[src/rtl/core/lbpc_pkg.sv]
// ----------------------------------------------------------------------------
// lbpc_pkg: shared types and constants for the lamp blink/pulse controller
// Holds the command and result word layouts, opcodes and default sizes.
// ----------------------------------------------------------------------------
package lbpc_pkg;

  localparam int LAMP_COUNT_DEF = 4;
  localparam int TIME_BITS_DEF  = 16;

  localparam logic [15:0] STEP_TICKS_RESET = 16'd300;

  localparam logic [2:0] OP_TICK  = 3'd0;
  localparam logic [2:0] OP_SET   = 3'd1;
  localparam logic [2:0] OP_PULSE = 3'd2;
  localparam logic [2:0] OP_BLINK = 3'd3;
  localparam logic [2:0] OP_TEST  = 3'd4;

  typedef struct packed {
    logic [2:0]  opcode;
    logic [2:0]  led_index;
    logic        level;
    logic [15:0] duration_ms;
  } in_word_t;

  typedef struct packed {
    logic [3:0] led_levels;
    logic       self_test_busy;
  } out_word_t;

endpackage

[src/rtl/core/led_blink_pulse_controller.sv]
// ----------------------------------------------------------------------------
// led_blink_pulse_controller: steady, pulse and blink lamp driver
// A tick sweeps every lamp through the single lamp update unit, one lamp a
// cycle, then runs the self-test step; any other command is carried out in
// the execute state. Both end in the finish state, which registers the result.
// busy stays high until the finish state is left, so a new command waits.
// Reset (rst_n low, synchronous) darkens all lamps and stops the self-test.
// The receiver cannot stall; each result word is shown for one cycle.
// ----------------------------------------------------------------------------
module led_blink_pulse_controller #(
  parameter int LAMP_COUNT = lbpc_pkg::LAMP_COUNT_DEF,
  parameter int TIME_BITS  = lbpc_pkg::TIME_BITS_DEF
) (
  input  logic                clk,
  input  logic                rst_n,
  // Command channel: a word is taken when start is high and busy is low.
  input  logic                start,
  output logic                busy,
  input  lbpc_pkg::in_word_t  in_data,
  // Result channel: one word per command, valid for a single cycle.
  output logic                out_valid,
  output lbpc_pkg::out_word_t out_data,
  // Self-test step length register.
  input  logic                cfg_valid,
  output logic                cfg_ready,
  input  logic [15:0]         cfg_data
);

  localparam int LIDX_W = (LAMP_COUNT > 1) ? $clog2(LAMP_COUNT) : 1;
  localparam int POS_W  = $clog2(LAMP_COUNT + 1);
  localparam logic [TIME_BITS-1:0] TIME_MAX = '1;

  // Sequencer codes.
  localparam logic [2:0] ST_IDLE = 3'd0;
  localparam logic [2:0] ST_EXEC = 3'd1;
  localparam logic [2:0] ST_LAMP = 3'd2;
  localparam logic [2:0] ST_TEST = 3'd3;
  localparam logic [2:0] ST_DONE = 3'd4;

  logic [2:0] state_r, state_nxt;

  // Captured command word. The duration is saturated to the time width
  // when the word is taken.
  lbpc_pkg::in_word_t   cmd_r;
  logic [TIME_BITS-1:0] cmd_dur_r;
  logic [31:0]          dur_wide;
  logic [TIME_BITS-1:0] dur_sat;

  // Per-lamp state.
  logic [LAMP_COUNT-1:0] lit_r;
  logic [TIME_BITS-1:0]  per_r [LAMP_COUNT];
  logic [TIME_BITS-1:0]  ela_r [LAMP_COUNT];
  logic [TIME_BITS-1:0]  pul_r [LAMP_COUNT];

  // Self-test state and its step length.
  logic             test_act_r, test_act_nxt;
  logic [POS_W-1:0] test_pos_r, test_pos_nxt;
  logic [15:0]      test_ela_r, test_ela_nxt;
  logic [15:0]      step_r;
  logic [15:0]      test_inc;

  // Lamp sweep counter for ticks.
  logic [LIDX_W-1:0] lamp_r, lamp_nxt;

  // Shared lamp update unit: one read port, one write-back.
  logic [LIDX_W-1:0]    rd_idx;
  logic                 r_lit;
  logic [TIME_BITS-1:0] r_per, r_ela, r_pul;
  logic                 u_wr;
  logic                 u_lit;
  logic [TIME_BITS-1:0] u_per, u_ela, u_pul;
  logic [TIME_BITS-1:0] ela_inc;
  logic                 idx_ok;
  logic                 clr_all;
  logic                 t_off_en, t_on_en;

  // Result register.
  logic                  out_valid_r;
  lbpc_pkg::out_word_t   out_data_r;
  logic [LAMP_COUNT+3:0] lit_pad;

  assign busy      = (state_r != ST_IDLE);
  assign cfg_ready = (state_r == ST_IDLE);
  assign out_valid = out_valid_r;
  assign out_data  = out_data_r;

  // Durations longer than the time width clamp at its maximum.
  assign dur_wide = 32'(in_data.duration_ms);
  assign dur_sat  = (dur_wide > 32'(TIME_MAX)) ? TIME_MAX : dur_wide[TIME_BITS-1:0];

  assign idx_ok = (32'(cmd_r.led_index) < 32'(LAMP_COUNT));

  // The unit reads the swept lamp on a tick and the addressed lamp otherwise.
  assign rd_idx  = (state_r == ST_LAMP) ? lamp_r : LIDX_W'(cmd_r.led_index);
  assign r_lit   = lit_r[rd_idx];
  assign r_per   = per_r[rd_idx];
  assign r_ela   = ela_r[rd_idx];
  assign r_pul   = pul_r[rd_idx];
  assign ela_inc = r_ela + 1'b1;

  always_comb begin
    u_wr    = 1'b0;
    u_lit   = r_lit;
    u_per   = r_per;
    u_ela   = r_ela;
    u_pul   = r_pul;
    clr_all = 1'b0;
    if (state_r == ST_LAMP) begin
      u_wr = 1'b1;
      if (r_pul != '0) begin
        // A pulse counts down; blink waits until the pulse is over.
        u_pul = r_pul - 1'b1;
        if (r_pul == TIME_BITS'(1)) begin
          u_lit = 1'b0;
        end
      end else if (r_per != '0) begin
        // Toggle once the phase reaches half the period.
        if (ela_inc >= (r_per >> 1)) begin
          u_ela = '0;
          u_lit = ~r_lit;
        end else begin
          u_ela = ela_inc;
        end
      end
    end else if (state_r == ST_EXEC) begin
      unique case (cmd_r.opcode)
        lbpc_pkg::OP_SET: begin
          u_wr  = idx_ok;
          u_per = '0;
          u_pul = '0;
          u_lit = cmd_r.level;
        end
        lbpc_pkg::OP_PULSE: begin
          u_wr  = idx_ok && (cmd_dur_r != '0);
          u_per = '0;
          u_pul = cmd_dur_r;
          u_lit = 1'b1;
        end
        lbpc_pkg::OP_BLINK: begin
          u_wr  = idx_ok && (cmd_dur_r != '0);
          u_per = cmd_dur_r;
          u_ela = '0;
        end
        lbpc_pkg::OP_TEST: begin
          clr_all = 1'b1;
        end
        default: begin
        end
      endcase
    end
  end

  // Self-test step, run once after the lamps on every tick.
  assign test_inc = test_ela_r + 1'b1;

  always_comb begin
    test_act_nxt = test_act_r;
    test_pos_nxt = test_pos_r;
    test_ela_nxt = test_ela_r;
    t_off_en     = 1'b0;
    t_on_en      = 1'b0;
    if (clr_all) begin
      test_act_nxt = 1'b1;
      test_pos_nxt = '0;
      test_ela_nxt = '0;
    end else if ((state_r == ST_TEST) && test_act_r) begin
      if (test_inc < step_r) begin
        test_ela_nxt = test_inc;
      end else begin
        test_ela_nxt = '0;
        // The lamp shown so far goes dark and the next one, if any, lights.
        t_off_en = (test_pos_r != '0);
        if (32'(test_pos_r) >= 32'(LAMP_COUNT)) begin
          test_act_nxt = 1'b0;
          test_pos_nxt = '0;
        end else begin
          t_on_en      = 1'b1;
          test_pos_nxt = test_pos_r + 1'b1;
        end
      end
    end
  end

  // Sequencer.
  always_comb begin
    state_nxt = state_r;
    lamp_nxt  = lamp_r;
    unique case (state_r)
      ST_IDLE: begin
        lamp_nxt = '0;
        if (start) begin
          state_nxt = (in_data.opcode == lbpc_pkg::OP_TICK) ? ST_LAMP : ST_EXEC;
        end
      end
      ST_EXEC: begin
        state_nxt = ST_DONE;
      end
      ST_LAMP: begin
        if (lamp_r == LIDX_W'(LAMP_COUNT - 1)) begin
          state_nxt = ST_TEST;
        end else begin
          lamp_nxt = lamp_r + 1'b1;
        end
      end
      ST_TEST: begin
        state_nxt = ST_DONE;
      end
      ST_DONE: begin
        state_nxt = ST_IDLE;
      end
      default: begin
        state_nxt = ST_IDLE;
      end
    endcase
  end

  always_ff @(posedge clk) begin
    if (!rst_n) begin
      state_r     <= ST_IDLE;
      lamp_r      <= '0;
      test_act_r  <= 1'b0;
      test_pos_r  <= '0;
      test_ela_r  <= '0;
      step_r      <= lbpc_pkg::STEP_TICKS_RESET;
      out_valid_r <= 1'b0;
    end else begin
      state_r     <= state_nxt;
      lamp_r      <= lamp_nxt;
      test_act_r  <= test_act_nxt;
      test_pos_r  <= test_pos_nxt;
      test_ela_r  <= test_ela_nxt;
      out_valid_r <= (state_r == ST_DONE);
      if (cfg_valid && cfg_ready) begin
        step_r <= cfg_data;
      end
    end
  end

  // Command capture.
  always_ff @(posedge clk) begin
    if (start && !busy) begin
      cmd_r     <= in_data;
      cmd_dur_r <= dur_sat;
    end
  end

  // Lamp state write-back. Writes from the unit and from the self-test
  // happen in different sequencer states, so they never collide.
  always_ff @(posedge clk) begin
    if (!rst_n) begin
      lit_r <= '0;
      for (int i = 0; i < LAMP_COUNT; i++) begin
        per_r[i] <= '0;
        ela_r[i] <= '0;
        pul_r[i] <= '0;
      end
    end else begin
      for (int i = 0; i < LAMP_COUNT; i++) begin
        if (clr_all) begin
          lit_r[i] <= 1'b0;
          per_r[i] <= '0;
          pul_r[i] <= '0;
        end else if (u_wr && (rd_idx == LIDX_W'(i))) begin
          lit_r[i] <= u_lit;
          per_r[i] <= u_per;
          ela_r[i] <= u_ela;
          pul_r[i] <= u_pul;
        end else if (t_off_en && ((32'(test_pos_r) - 32'd1) == 32'(i))) begin
          lit_r[i] <= 1'b0;
          per_r[i] <= '0;
          pul_r[i] <= '0;
        end else if (t_on_en && (32'(test_pos_r) == 32'(i))) begin
          lit_r[i] <= 1'b1;
          per_r[i] <= '0;
          pul_r[i] <= '0;
        end
      end
    end
  end

  // Result word. Only the first four lamps are reported.
  assign lit_pad = {4'b0000, lit_r};

  always_ff @(posedge clk) begin
    if (state_r == ST_DONE) begin
      out_data_r.led_levels     <= lit_pad[3:0];
      out_data_r.self_test_busy <= test_act_r;
    end
  end

  // A result word appears only right after the sequencer finishes an item.
  a_out_after_done: assert property (@(posedge clk) disable iff (!rst_n)
    out_valid |-> $past(state_r == ST_DONE))
    else $error("result strobe without a finished item");

  // A command other than a tick gives its result after the execute and finish states.
  a_cmd_latency: assert property (@(posedge clk) disable iff (!rst_n)
    (start && !busy && (in_data.opcode != lbpc_pkg::OP_TICK)) |-> ##3 out_valid)
    else $error("command result missing");

  // A tick gives its result after the lamp sweep and the self-test step.
  a_tick_latency: assert property (@(posedge clk) disable iff (!rst_n)
    (start && !busy && (in_data.opcode == lbpc_pkg::OP_TICK))
      |-> ##(LAMP_COUNT + 3) out_valid)
    else $error("tick result missing");

  // The self-test position never runs past the lamp count.
  a_pos_range: assert property (@(posedge clk) disable iff (!rst_n)
    32'(test_pos_r) <= 32'(LAMP_COUNT))
    else $error("self-test position out of range");

  // An idle self-test always sits at its first position.
  a_pos_idle: assert property (@(posedge clk) disable iff (!rst_n)
    !test_act_r |-> (test_pos_r == '0))
    else $error("self-test position not cleared");

endmodule
[config.mk]
export PLATFORM = sky130hd
export DESIGN_NAME = led_blink_pulse_controller
export DESIGN_NICKNAME = d
export VERILOG_FILES = /design/src/rtl/core/lbpc_pkg.sv /design/src/rtl/core/led_blink_pulse_controller.sv
export SDC_FILE = /design/constraint.sdc
export NUM_CORES = 1
export LEC_CHECK = 0
export BUFFER_PORTS_ARGS = -buffer_cell sky130_fd_sc_hd__buf_2
export CAP_MARGIN = 20
export CELL_PAD_IN_SITES_DETAIL_PLACEMENT = 1
export CELL_PAD_IN_SITES_GLOBAL_PLACEMENT = 2
export CORE_AREA = 2 2 192 194
export DETAILED_ROUTE_END_ITERATION = 12
export DIE_AREA = 0 0 194 196
export GPL_ROUTABILITY_DRIVEN = 0
export PLACE_DENSITY = 0.85
export REMOVE_ABC_BUFFERS = 1
export SKIP_LAST_GASP = 1
export SYNTH_ARGS = -nofsm -noshare
export SYNTH_HDL_FRONTEND = slang
export SYNTH_SLANG_ARGS = --single-unit
[constraint.sdc]
create_clock -name clk -period 6.8 [get_ports clk]
set_input_delay 0.68 -clock clk [delete_from_list [all_inputs] [get_ports clk]]
set_output_delay 0.68 -clock clk [all_outputs]
set_load 0.005 [all_outputs]
== Word-level counts from Yosys, hierarchy flattened ==
Memories as Yosys holds them, arrays and structs flattened.
Index checks and enable logic that the tools add are counted.
Storage, ports and cells
  flip-flop bits (word level): 74
  bits in latches: 0
  RAM bits: 192
  bits in read-only memories: 0
  bits of input ports: 43
  output and inout port bits: 8
  word-level logic and storage cells: 296
  memories kept: 3
Memory list
  ela_r: depth 4, bits a word 16, rd ports 1, clocked after memory_dff 0, write ports 4, RTL line led_blink_pulse_controller.sv:52  | logic [TIME_BITS-1:0] ela_r [LAMP_COUNT];
  per_r: depth 4, bits a word 16, rd ports 1, clocked after memory_dff 0, write ports 4, RTL line led_blink_pulse_controller.sv:51  | logic [TIME_BITS-1:0] per_r [LAMP_COUNT];
  pul_r: depth 4, bits a word 16, rd ports 1, clocked after memory_dff 0, write ports 4, RTL line led_blink_pulse_controller.sv:53  | logic [TIME_BITS-1:0] pul_r [LAMP_COUNT];
Cells by class
  add/subtract/negate cells: 6
  multipliers: 0
  divide/modulo/power cells: 0
  magnitude comparators: 6
  equal/unequal tests: 23
  shift operators: 0
  mux-type cells: 160
  bitwise operators: 39
  reduce and logical (&&, ||, !) cells: 42
Operator list (number)
  two-way mux 16 bit: 48
  two-way mux 1 bit: 99
  == test 32 x 2 -> 1 bit (second input constant): 2
  one-hot mux 16 bit (2 select lines): 2
  nonzero test 16 bit: 3
  bitwise OR 1 bit: 36
  adder 16 x 1 -> 16 bit (second input constant): 2
  == test 32 x 1 -> 1 bit (second input constant): 1
  logical NOT 32 bit: 1
  == test 3 x 2 -> 1 bit (second input constant): 6
  nonzero test 3 bit: 6
  == test 16 x 1 -> 1 bit (second input constant): 1
  greater-or-equal comparator 16 x 15 -> 1 bit: 1
  greater-than comparator 16 bit (second input constant): 1
  logical AND 1 bit: 16
  < comparator 16 bit: 1
  subtractor 16 x 1 -> 16 bit (second input constant): 1
  == test 3 x 1 -> 1 bit (second input constant): 3
  logical NOT 3 bit: 3
  two-way mux 3 bit: 3
  one-hot mux 3 bit (3 select lines): 1
  OR reduction 2 bit: 4
  == test 2 bit (second input constant): 3
  == test 3 bit (second input constant): 2
  19 further kinds: 30

== Longest topological paths before layout ==
Gate-level depths: netlist of run 1.
  word-level depth: 13
  depth in mapped cells: 22
  gate-level depth less buffers: 17

== Worst setup path after synthesis of run 1 ==
OpenSTA, ideal clock, no wires.
  path kind: register -> register
  start: register state_r[0]
  end: memory ela_r[0][2] (netlist name) (data pin)
  library setup time: 0.171 ns
  data arrival time: 5.440 ns
  data required time: 6.629 ns
  slack: 1.189 ns
  stages on the path, launching flop included: 23
  buffers on the path: 5
  period minus slack after synthesis: 5.611 ns
  path through: dfxtp_1 -> clkbuf_1 -> or3b_1 -> buf_2 -> buf_2 -> buf_2 -> mux2i_1 -> inv_1 -> ha_1 -> o211ai_1 -> nor4b_1 -> nor3b_2 -> xnor2_1 -> ha_1 -> a21oi_1 -> o21ai_0 -> a21o_1 -> a221oi_1 -> o211ai_1 -> a2111oi_4 -> buf_4 -> o211ai_1 -> o31ai_1
RTL lines
  from (decl): RTL line led_blink_pulse_controller.sv:40  | logic [2:0] state_r, state_nxt;
  from (signal assigned): RTL line led_blink_pulse_controller.sv:227  | state_r <= state_nxt;
  to (decl): RTL line led_blink_pulse_controller.sv:52

==> out/metrics.cfg, run 1 <==
[final_layout]
layout.nets = 1482
stdcell_area_sq_um = 17200
area_growth_pct = 12.5
stdcell_count = 1888
drive_above_1_share_pct = 17.0
fill_cells = 3857
finalCoreUtilization_pct = 47.8
antenna_cells = 0

[floorplan]
die_x_um = 194
core_sq_um = 36100
die_h_um = 196
std_cell_rows = 70
die-area_sq_um = 38000
ios = 51
start_util_pct = 42.4

[timing]
hold_viol = 0
period_share_pct = 92.8
slew_headroom_pct = 26.9
setup_ws_ps = 488
rsz0062_at_grt = false
finClkSkew_ps = 38.7
period_needed_ps = 6310
setup_viol_count_final = 0
fin_hold_ws_ps = 245
worst_pin_slew_ps = 1100
max_freq_ghz = 0.158
tns_ps = 0
maxSlewViolCount = 0

[yosys]
synthMuxAreaShare_pct = 14.9
synth_fa_ha_area_share_pct = 3.59
syn_area_sq_um = 15300
synth_cells = 1355
async_flop_share_pct = 0
synth_compound_area_share_pct = 11.2
synthTopCellsByCount = 220 x edfxtp_1, 153 x nor2_1, 93 x nand2_1, 84 x a21oi_1, 76 x mux2i_1
yosysTopAreaCell = edfxtp_1
avgSynthCellArea_sq_um = 11.3
synth-simple-area-share_pct = 15.4
ys_seq_area_share_pct = 49.2
synth_cell_type_count = 72
synth_area_leaders = edfxtp_1 43%, mux4_2 8.5%, dfxtp_1 6.0%
synth_top_family_by_area = simple AND/OR/NAND/NOR gates
synth_edf_count = 220
synth_xor_area_share_pct = 2.40
synth_top_area_share_pct = 43.1
yosysWarnings = 0
ys.flop_type = edfxtp_1
yosysMostFrequentCell = edfxtp_1
ys_ff_latch = 266

[worst_setup_path]
rr_endpoint = ela_r[2][11]
regToRegStartpoint = state_r[1]
critPathLaunchType = register
crit_path_max_fanout = 27
r2r_slack_ps = 490
path_depth = 16
endpoint = ela_r[2][11]
worstSetupStartpoint = state_r[1]
path_class = register to register
critPathSlowestCell = or3b_2
crit_family = compound AO/OA/AOI/OAI gates
worstSetupEndpointType = register
critPathMaxStageDelay_ps = 690
crit_arrival_ps = 6730
path_buf_inv = 0
cp_data_required_time_ps = 7210
rr_worst_depth = 16
worstPathCellList = or3b_2, mux2_4, a21oi_2, o211ai_1, nor4b_1, nor3b_4, xnor2_1, ha_1, a21oi_1, o21ai_0, a21o_1, a221oi_1, o211ai_1, a2111oi_4, o21ai_0, a21oi_1

[clock_network]
cts_max_level = 1
numCtsBuffers = 31
cts_tree = done
cts_buffer_depth = 3
clock_latency_ps = 610
clkTransAtPathRegs_ps = 70
cts.root.buffer_cell = clkbuf_16
cts_sinks = 266

[route]
wl_per_cell_um = 25.4
vias_per_cell = 6.19
totalWireLength_um = 48000
post-route-drc-count = 0
drtAntennaViolNets = 0
first_pass_iters = 5
vias = 11700
dr.first_iter.drc_count = 858

[job]
max-cap-violations = 0

[grt]
grt_antenna_before_repair = 0
grt_pass1_wl_um = 74600
grt_pass1_vias = 12400
grtUsageTotal_pct = 25.4
grt_max_degree = 38
grt.overflow.total = 0

[power_and_ir_drop]
vdd_drop_max_uv = 215
finalPower_mw = 4.27
power.density_nw_per_um2 = 248
leakagePower_nw = 6.36

[outcome]
outcome = complete, no violations

[placed_design]
io_buffer_count = 50
dpl.hpwl_um = 31800
place_ws_ps = 409
dp.cells = 1828
post_dp_cell_area_sq_um = 16100

[min_path]
hold_path_class = input pin to register

[sequential cells by signal, indices dropped and copies added, names as in the netlist, 3 cells and up]
register and cells:
ela_r 64, test_pos_r 3, pul_r 64, test_ela_r 16, per_r 64, lit_r 4, state_r 3, out_data 5
step_r 16, cmd_dur_r 16, cmd_r 7
[power breakdown]
group	total (mW)	switching (mW)	leakage, nW	internal (mW)
Clock	1.82	0.733	0.517	1.09
Combinational	0.556	0.349	3.20	0.207
Sequential	1.89	0.0521	2.63	1.84
Total	4.27	1.13	6.36	3.14
[metal layers]
layer	wire length (um)	track usage (%)
met5	0	0
met3	3000	3.68
met4	1190	7.38
met2	24300	45.1
met1	19500	32.2
[cell families after synthesis]
group / Yosys count
flip-flops: 266
AO/OA/AOI/OAI: 266
multiplexers: 152
AND/OR/NAND/NOR: 467
XOR/XNOR: 42
buffers and inverters: 118
adder cells (fa/ha/maj): 44
[area by class of cell]
class / instances / area [sq um] / area share (%)
Clock buffer: 37 / 818 / 4.75
Clock inverter: 21 / 292 / 1.69
Inverter: 34 / 128 / 0.740
Multi-Input combinational cell: 971 / 7310 / 42.4
Sequential cell: 266 / 7530 / 43.7
Tap cell: 468 / 586 / 3.40
Timing Repair Buffer: 91 / 578 / 3.35
[worst min-delay path by stage]
stage / depth (start not counted) / start / endpoint / slack, ps
finish: 1 / in_data[0] / cmd_dur_r[0] / 250
detailed placement: 2 / step_r[11] / step_r[11] / 450
global route: 1 / in_data[0] / cmd_dur_r[0] / 240
floorplan: 0 / test_act_r / out_data[0] / 420
global placement: 2 / step_r[6] / step_r[6] / 440
CTS: 1 / in_data[0] / cmd_dur_r[0] / 230
[repair_timing]
| item | in CTS | in global routing |
|---|---|---|
| buffers inserted | 0 | 2 |
| hold buffers | 0 | 0 |
| endpoints found under the setup margin | 0 | 29 |
| resized for setup | 0 | 1 |
[layout by cell type, fill, tap and decap left out, types with 4 or more instances in the layout]
cell type / n
edfxtp_1: 220
nor2_1: 153
nand2_1: 93
a21oi_1: 84
mux2i_1: 75
o21ai_0: 60
mux4_2: 58
and2_1: 58
buf_2: 50
dfxtp_1: 45
ha_1: 44
buf_4: 40
inv_1: 32
clkbuf_16: 31
nor3_1: 24
xnor2_1: 21
xor2_1: 21
nand3_1: 20
nor2b_1: 19
nand3b_1: 19
and3_1: 18
o211ai_1: 17
a211oi_1: 17
mux2_2: 16
a21o_1: 16
o31ai_1: 14
nor4_1: 11
nand4_1: 11
a221o_1: 10
nand2b_1: 8
clkinvlp_4: 7
bufinv_16: 6
nand3_2: 5
clkinv_1: 5
a32oi_1: 5
o21ai_1: 5
o22ai_1: 4
a31oi_1: 4
clkbuf_1: 4
Note: power is estimated with default switching activity, not from simulation.
==> run 2: changes to the inputs <==
--- a/config.mk
+++ b/config.mk
@@ -5,7 +5,7 @@
 export SDC_FILE = /design/constraint.sdc
 export NUM_CORES = 1
 export LEC_CHECK = 0
-export BUFFER_PORTS_ARGS = -buffer_cell sky130_fd_sc_hd__buf_2
+export BUFFER_PORTS_ARGS = -buffer_cell sky130_fd_sc_hd__buf_4
 export CAP_MARGIN = 20
 export CELL_PAD_IN_SITES_DETAIL_PLACEMENT = 1
 export CELL_PAD_IN_SITES_GLOBAL_PLACEMENT = 2
==> run 2 against run 1 <==
  * Routed wire length is 2.4% lower
  * Non-clock buffer count increased by 1
  * Clock skew fell by 18 ps
  * First-iteration DRC count rose by 1.5%
  * Setup slack worse by 53 ps
  * Core utilization decreased by 0.15 points
  * Register-to-register slack lost 50 ps
  * Largest power group unchanged
  * Critical path depth up 1
  * Clock power is 15% lower
==> out/metrics.cfg, run 2 (synthesis results as in run 1) <==
[outcome]
outcome = complete, no violations  ; unchanged

[floorplan]
die-area_sq_um = 38000  ; unchanged
core_sq_um = 36100  ; unchanged
ios = 51  ; unchanged
die_h_um = 196  ; unchanged
die_x_um = 194  ; unchanged
std_cell_rows = 70  ; unchanged
start_util_pct = 42.4  ; unchanged

[timing]
rsz0062_at_grt = true  ; was false
period_share_pct = 93.6  ; was 92.8%
setup_viol_count_final = 0  ; unchanged
worst_pin_slew_ps = 1060  ; was 1100 ps
setup_ws_ps = 435  ; was 488 ps
period_needed_ps = 6370  ; was 6310 ps
maxSlewViolCount = 0  ; unchanged
max_freq_ghz = 0.157  ; was 0.158 GHz
hold_viol = 0  ; unchanged
finClkSkew_ps = 20.6  ; was 38.7 ps
slew_headroom_pct = 28.5  ; was 26.9%
tns_ps = 0  ; unchanged

[worst_setup_path]
critPathLaunchType = register  ; unchanged
cp_data_required_time_ps = 7210  ; about the same
path_class = register to register  ; unchanged
worstSetupStartpoint = state_r[1]  ; unchanged
worstSetupEndpointType = register  ; unchanged
crit_path_max_fanout = 26  ; was 27
rr_worst_depth = 17  ; was 16
crit_arrival_ps = 6770  ; was 6730 ps
regToRegStartpoint = state_r[1]  ; unchanged

[clock_network]
cts_tree = done  ; unchanged
cts_sinks = 266  ; unchanged
cts.root.buffer_cell = clkbuf_16  ; unchanged
cts_buffer_depth = 3  ; unchanged
clkTransAtPathRegs_ps = 60  ; was 70 ps
cts_max_level = 1  ; unchanged
numCtsBuffers = 30  ; was 31
clock_latency_ps = 580  ; was 610 ps

[final_layout]
final_common_cell = edfxtp_1  ; unchanged
largestRegisters = ela_r: 64 flops, per_r: 64 flops, pul_r: 64 flops  ; unchanged
stdcell_count = 1888  ; unchanged
layout.nets = 1482  ; unchanged
area_growth_pct = 12.2  ; was 12.5%
drive_above_1_share_pct = 16.6  ; was 17.0%
final_cell_mix = 220 x edfxtp_1, 152 x nor2_1, 93 x nand2_1  ; was 220 x edfxtp_1, 153 x nor2_1, 93 x nand2_1

[power_and_ir_drop]
switching_share_pct = 27.0  ; was 26.6%
finalPower_mw = 3.98  ; was 4.27 mW
internal_power_mw = 2.90  ; was 3.14 mW
leakagePower_nw = 6.33  ; was 6.36 nW
p_seq_share_pct = 47.4  ; was 44.2%
p_comb_share_pct = 14.0  ; was 13.0%
power.density_nw_per_um2 = 232  ; was 248 nW/um^2
clkPwrFrac_pct = 38.6  ; was 42.7%
p_sw_mw = 1.08  ; was 1.13 mW
vdd_drop_max_uv = 199  ; was 215 uV

[placed_design]
io_buffer_count = 50  ; unchanged
place_ws_ps = 472  ; was 409 ps
dpl.hpwl_um = 31600  ; was 31800 um
dp.cells = 1829  ; was 1828

[min_path]
hold_path_class = input pin to register  ; unchanged
worstHoldStart = in_data[11]  ; was in_data[0]
hold_depth = 1  ; unchanged

[route]
dr.first_iter.drc_count = 871  ; was 858
vias_per_cell = 6.09  ; was 6.19
post-route-drc-count = 0  ; unchanged
first_pass_iters = 5  ; unchanged
drtAntennaViolNets = 0  ; unchanged
vias = 11500  ; was 11700
totalWireLength_um = 46900  ; was 48000 um
wl_per_cell_um = 24.8  ; was 25.4 um

[grt]
use_met1_pct = 31.3  ; was 32.2%
grt_pass1_vias = 12400  ; about the same
grt_pass1_wl_um = 73500  ; was 74600 um
grtUsageTotal_pct = 25.0  ; was 25.4%
grt_max_degree = 38  ; unchanged
grtUsageMet2_pct = 45.0  ; was 45.1%
grt.overflow.total = 0  ; unchanged
grt_use_met3_pct = 2.87  ; was 3.68%
top_usage_layer = met2  ; unchanged
grt_antenna_before_repair = 1  ; was 0

[job]
max-cap-violations = 0  ; unchanged

[run 2: cell types whose count changed in the layout (fill, tap and decap cells not counted), sizes merged]
| cell | previous run | this run |
|---|---|---|
| buf | 91 | 92 |
| bufinv | 6 | 1 |
| clkinv | 9 | 18 |
| clkinvlp | 7 | 2 |
| diode | 0 | 1 |
| inv | 33 | 32 |
[run 2: final cells by class]
type                       instances  area, sq um
fill                            3852        18900
sequential                       266         7530
multi-input combinational        971         7300
clock buffer                      37          777
timing repair buffer              92          723
tap                              468          586
clock inverter                    19          141
inverter                          34          128
antenna                            1         2.50
[run 2: power groups by stage]
| stage | Clock, mW | Sequential (mW) | Combinational, mW |
|---|---|---|---|
| after global routing | 1.62 | 1.90 | 0.606 |
| after detailed placement | 0 | 1.92 | 0.551 |
| after CTS | 1.56 | 1.89 | 0.554 |
| final | 1.54 | 1.89 | 0.556 |
| after global placement | 0 | 1.92 | 0.531 |
| after floorplan | 0 | 1.90 | 0.357 |
[run 2: worst paths after layout]
kind	slack [ps]	endpoint
worst min register to register	450	step_r[15]
worst min-delay path	270	cmd_dur_r[11]
worst max register to register	430	ela_r[0][6]
worst max-delay path	430	ela_r[0][6]
[run 2: timing repair]
| item | in CTS | in global routing |
|---|---|---|
| endpoints found under the setup margin | 0 | 7 |
| hold buffers | 0 | 0 |
| gates resized for setup | 0 | 1 |
| setup buffers | 0 | 2 |
[run 2: routing by layer]
layer  share of wire, %  vias up
li1                   -     5178
met1                 41     5868
met2                 51      349
met3                5.0      101
met4                2.9        0
met5                  0        -
[run 2: critical path, stage by stage (launching register included)]
cell	delay (ps)
dfxtp_1	470
or3b_2	690
mux2_4	570
a21oi_2	260
o211ai_1	230
nor4b_1	340
buf_4	190
nor3b_2	450
xnor2_1	210
ha_1	290
a21oi_1	160
o21ai_0	120
a21o_1	200
a221oi_1	460
o211ai_1	360
a2111oi_4	630
o21ai_0	340
a21oi_1	220
[run 2: metrics by stage]
stage	hold slack [ps]	area (sq um)	util, %
4_1_cts	247	17200	47.5
5_1_grt	250	17200	47.6
6_report	272	17200	47.6
2_1_floorplan	424	14900	-
3_5_place_dp	448	16200	45.0
3_3_place_gp	445	16200	44.9
==> run 3: changes to the inputs <==
--- a/config.mk
+++ b/config.mk
@@ -5,13 +5,14 @@
 export SDC_FILE = /design/constraint.sdc
 export NUM_CORES = 1
 export LEC_CHECK = 0
+export ABC_AREA = 1
 export BUFFER_PORTS_ARGS = -buffer_cell sky130_fd_sc_hd__buf_4
 export CAP_MARGIN = 20
 export CELL_PAD_IN_SITES_DETAIL_PLACEMENT = 1
 export CELL_PAD_IN_SITES_GLOBAL_PLACEMENT = 2
-export CORE_AREA = 2 2 192 194
+export CORE_AREA = 2 2 195 197
 export DETAILED_ROUTE_END_ITERATION = 12
-export DIE_AREA = 0 0 194 196
+export DIE_AREA = 0 0 197 199
 export GPL_ROUTABILITY_DRIVEN = 0
 export PLACE_DENSITY = 0.85
 export REMOVE_ABC_BUFFERS = 1
==> run 3 against run 2 <==
  * Maximum frequency increased by 23%
  * Clock skew decreased by 6.1 ps
  * First-iteration DRC count fell by 26%
  * Global-route usage shrank 2.9 points
  * Design area is 6.3% lower
  * Routed wire length is 10% lower
  * Critical path depth is 10 higher
  * Sequential power increased by 4%
  * Die area rose by 3.1%
  * Setup slack better by 1200 ps
  * Critical path type unchanged
  * Largest power group unchanged
==> out/metrics.cfg, run 3 <==
[timing]
tns_ps = 0  ; unchanged
slew_headroom_pct = 31.3  ; was 28.5%
rsz0062_at_grt = false  ; was true
maxSlewViolCount = 0  ; unchanged
worst_pin_slew_ps = 1030  ; was 1060 ps
period_needed_ps = 5190  ; was 6370 ps
setup_viol_count_final = 0  ; unchanged
setup_ws_ps = 1610  ; was 435 ps
finClkSkew_ps = 14.6  ; was 20.6 ps
max_freq_ghz = 0.193  ; was 0.157 GHz
period_share_pct = 76.3  ; was 93.6%
hold_viol = 0  ; unchanged

[final_layout]
final_common_cell = nand2_1  ; was edfxtp_1
finalCoreUtilization_pct = 43.4  ; was 47.6%
area_growth_pct = 12.9  ; was 12.2%
final_cell_mix = 482 x nand2_1, 258 x nor2_1, 220 x edfxtp_1  ; was 220 x edfxtp_1, 152 x nor2_1, 93 x nand2_1
antenna_cells = 0  ; was 1
layout.nets = 1807  ; was 1482
fill_cells = 4386  ; was 3852
drive_above_1_share_pct = 10.7  ; was 16.6%
largestRegisters = ela_r: 64 flops, per_r: 64 flops, pul_r: 64 flops  ; unchanged
stdcell_count = 2219  ; was 1888

[outcome]
outcome = complete, no violations  ; unchanged

[clock_network]
clock_latency_ps = 590  ; was 580 ps
cts_buffer_depth = 3  ; unchanged
postCtsSetupBuffers = 0  ; unchanged
cts.root.buffer_cell = clkbuf_16  ; unchanged
clkTransAtPathRegs_ps = 60  ; about the same
numCtsBuffers = 31  ; was 30
postCtsHoldBufs = 0  ; unchanged
cts_tree = done  ; unchanged
post_cts_resized = 0  ; unchanged
cts_max_level = 1  ; unchanged
cts_sinks = 266  ; unchanged

[worst_setup_path]
crit_path_max_fanout = 65  ; was 26
r2r_slack_ps = 1610  ; was 430 ps
crit_top_cell = nand2_1
critPathLaunchType = register  ; unchanged
critPathSlowestCell = nand2_4  ; was or3b_2
critPathMaxStageDelay_ps = 530  ; was 690 ps
crit_arrival_ps = 5620  ; was 6770 ps
worstSetupEndpointType = register  ; unchanged
cp_data_required_time_ps = 7240  ; was 7210 ps
path_class = register to register  ; unchanged

[yosys]
synth_top_area_share_pct = 46.3  ; was 43.1%
ys_seq_area_share_pct = 52.8  ; was 49.2%
synth_cell_type_count = 55  ; was 72
avgSynthCellArea_sq_um = 8.49  ; was 11.3 sq um
synth_cells = 1681  ; was 1355
yosysWarnings = 0  ; unchanged
synth_edf_count = 220  ; unchanged
syn_area_sq_um = 14300  ; was 15300 sq um
ys_ff_latch = 266  ; unchanged
ys.flop_type = edfxtp_1  ; unchanged
yosysTopAreaCell = edfxtp_1  ; unchanged
yosysMostFrequentCell = nand2_1  ; was edfxtp_1
synthTopCellsByCount = 484 x nand2_1, 259 x nor2_1, 220 x edfxtp_1, 164 x inv_1, 93 x a21oi_1  ; was 220 x edfxtp_1, 153 x nor2_1, 93 x nand2_1, 84 x a21oi_1, 76 x mux2i_1
async_flop_share_pct = 0  ; unchanged
synth_area_leaders = edfxtp_1 46%, nand2_1 13%, nor2_1 6.8%  ; was edfxtp_1 43%, mux4_2 8.5%, dfxtp_1 6.0%

[placed_design]
place_ws_ps = 1580  ; was 472 ps
dpl.hpwl_um = 27600  ; was 31600 um
io_buffer_count = 50  ; unchanged
dp.cells = 2160  ; was 1829

[power_and_ir_drop]
internal_power_mw = 3.23  ; was 2.90 mW
p_sw_mw = 1.73  ; was 1.08 mW
switching_share_pct = 34.9  ; was 27.0%
power.density_nw_per_um2 = 308  ; was 232 nW/um^2
p_seq_share_pct = 39.8  ; was 47.4%
clkPwrFrac_pct = 33.3  ; was 38.6%
leakagePower_nw = 6.91  ; was 6.33 nW
vdd_drop_max_uv = 203  ; was 199 uV
p_comb_share_pct = 26.9  ; was 14.0%

[floorplan]
core_sq_um = 37100  ; was 36100 sq um
ios = 51  ; unchanged
die_h_um = 199  ; was 196 um
die_x_um = 197  ; was 194 um
start_util_pct = 38.4  ; was 42.4%
std_cell_rows = 71  ; was 70
die-area_sq_um = 39200  ; was 38000 sq um

[route]
dr.first_iter.drc_count = 642  ; was 871
vias_per_cell = 5.17  ; was 6.09
post-route-drc-count = 0  ; unchanged
totalWireLength_um = 42100  ; was 46900 um
wl_per_cell_um = 19.0  ; was 24.8 um
vias = 11500  ; about the same
first_pass_iters = 4  ; was 5
drtAntennaViolNets = 0  ; unchanged

[grt]
grtUsageTotal_pct = 22.0  ; was 25.0%
grt_antenna_before_repair = 0  ; was 1
grt_max_degree = 66  ; was 38
grt.overflow.total = 0  ; unchanged
grt_pass1_vias = 12100  ; was 12400
grt_pass1_wl_um = 67300  ; was 73500 um

[min_path]
hold_path_class = input pin to register  ; unchanged

[job]
max-cap-violations = 0  ; unchanged

-- run 3: cell types whose count changed in the layout (fill, tap and decap cells not counted), moves of 57 or more --
cell | before | now
nand2_1 | 93 | 482
inv_1 | 32 | 162
nor2_1 | 152 | 258
mux2i_1 | 75 | 1
mux4_2 | 58 | 0
and2_1 | 58 | 1
-- run 3: worst max-delay path, delay by kind of cell (launching register included) --
kind	cells	cell delay, ps
buf+inv	3	400
fa+ha+maj	2	520
xor+xnor	1	200
compound gates	3	500
flops	1	460
simple gates	18	2920
-- run 3: path summary, 6_finish.rpt --
kind / endpoint / start / depth (start not counted)
setup / recovery: ela_r[2][5] / state_r[1] / 27
hold / removal: cmd_dur_r[1] / in_data[1] / 1
setup reg to reg: ela_r[2][5] / state_r[1] / 27
hold reg to reg: step_r[11] / step_r[11] / 2
-- run 3: cell families after synthesis --
kind of cell | after synthesis | synth area share, %
and+or+nand+nor | 893 | 26.3
DFF | 266 | 52.8
buffers and inverters | 258 | 7.37
AOI/OAI and AO/OA | 188 | 7.72
adders and majority gates | 44 | 3.86
xor gates and xnor gates | 31 | 1.90
muxes | 1 | 0.0702
-- run 3: area by class of cell --
cell class              count  area [sq um]  share of cell area, %
inverters                 194           729                   4.53
well taps                 474           593                   3.68
clock buffers              36           826                   5.13
repair buffers             70           542                   3.36
flip-flops and latches    266          7530                   46.7
multi-input cells        1157          5700                   35.4
clock inverters            22           184                   1.14
-- run 3: stage by stage --
stage                     total power [mW]  area [sq um]  hold slack [ps]
final                                 4.96         16100              265
after global routing                  5.24         16100              241
after CTS                             5.00         16100              238
after detailed placement              3.34         15100              454
after global placement                3.30         15100              451
after floorplan                       2.87         13900              408
-- run 3: power by group through the flow --
stage	sequential, mW	combinational [mW]	clock [mW]
2_1_floorplan	1.97	0.902	0
3_3_place_gp	2.00	1.30	0
3_5_place_dp	2.00	1.33	0
4_1_cts	1.97	1.34	1.68
5_1_grt	1.98	1.51	1.75
6_report	1.97	1.33	1.65
-- run 3: metal layers --
layer | part of all wire [%] | global-route usage (%)
met2 | 47 | 37.8
met5 | 0 | 0
met3 | 4.4 | 2.49
met1 | 46 | 29.7
met4 | 2.3 | 5.68
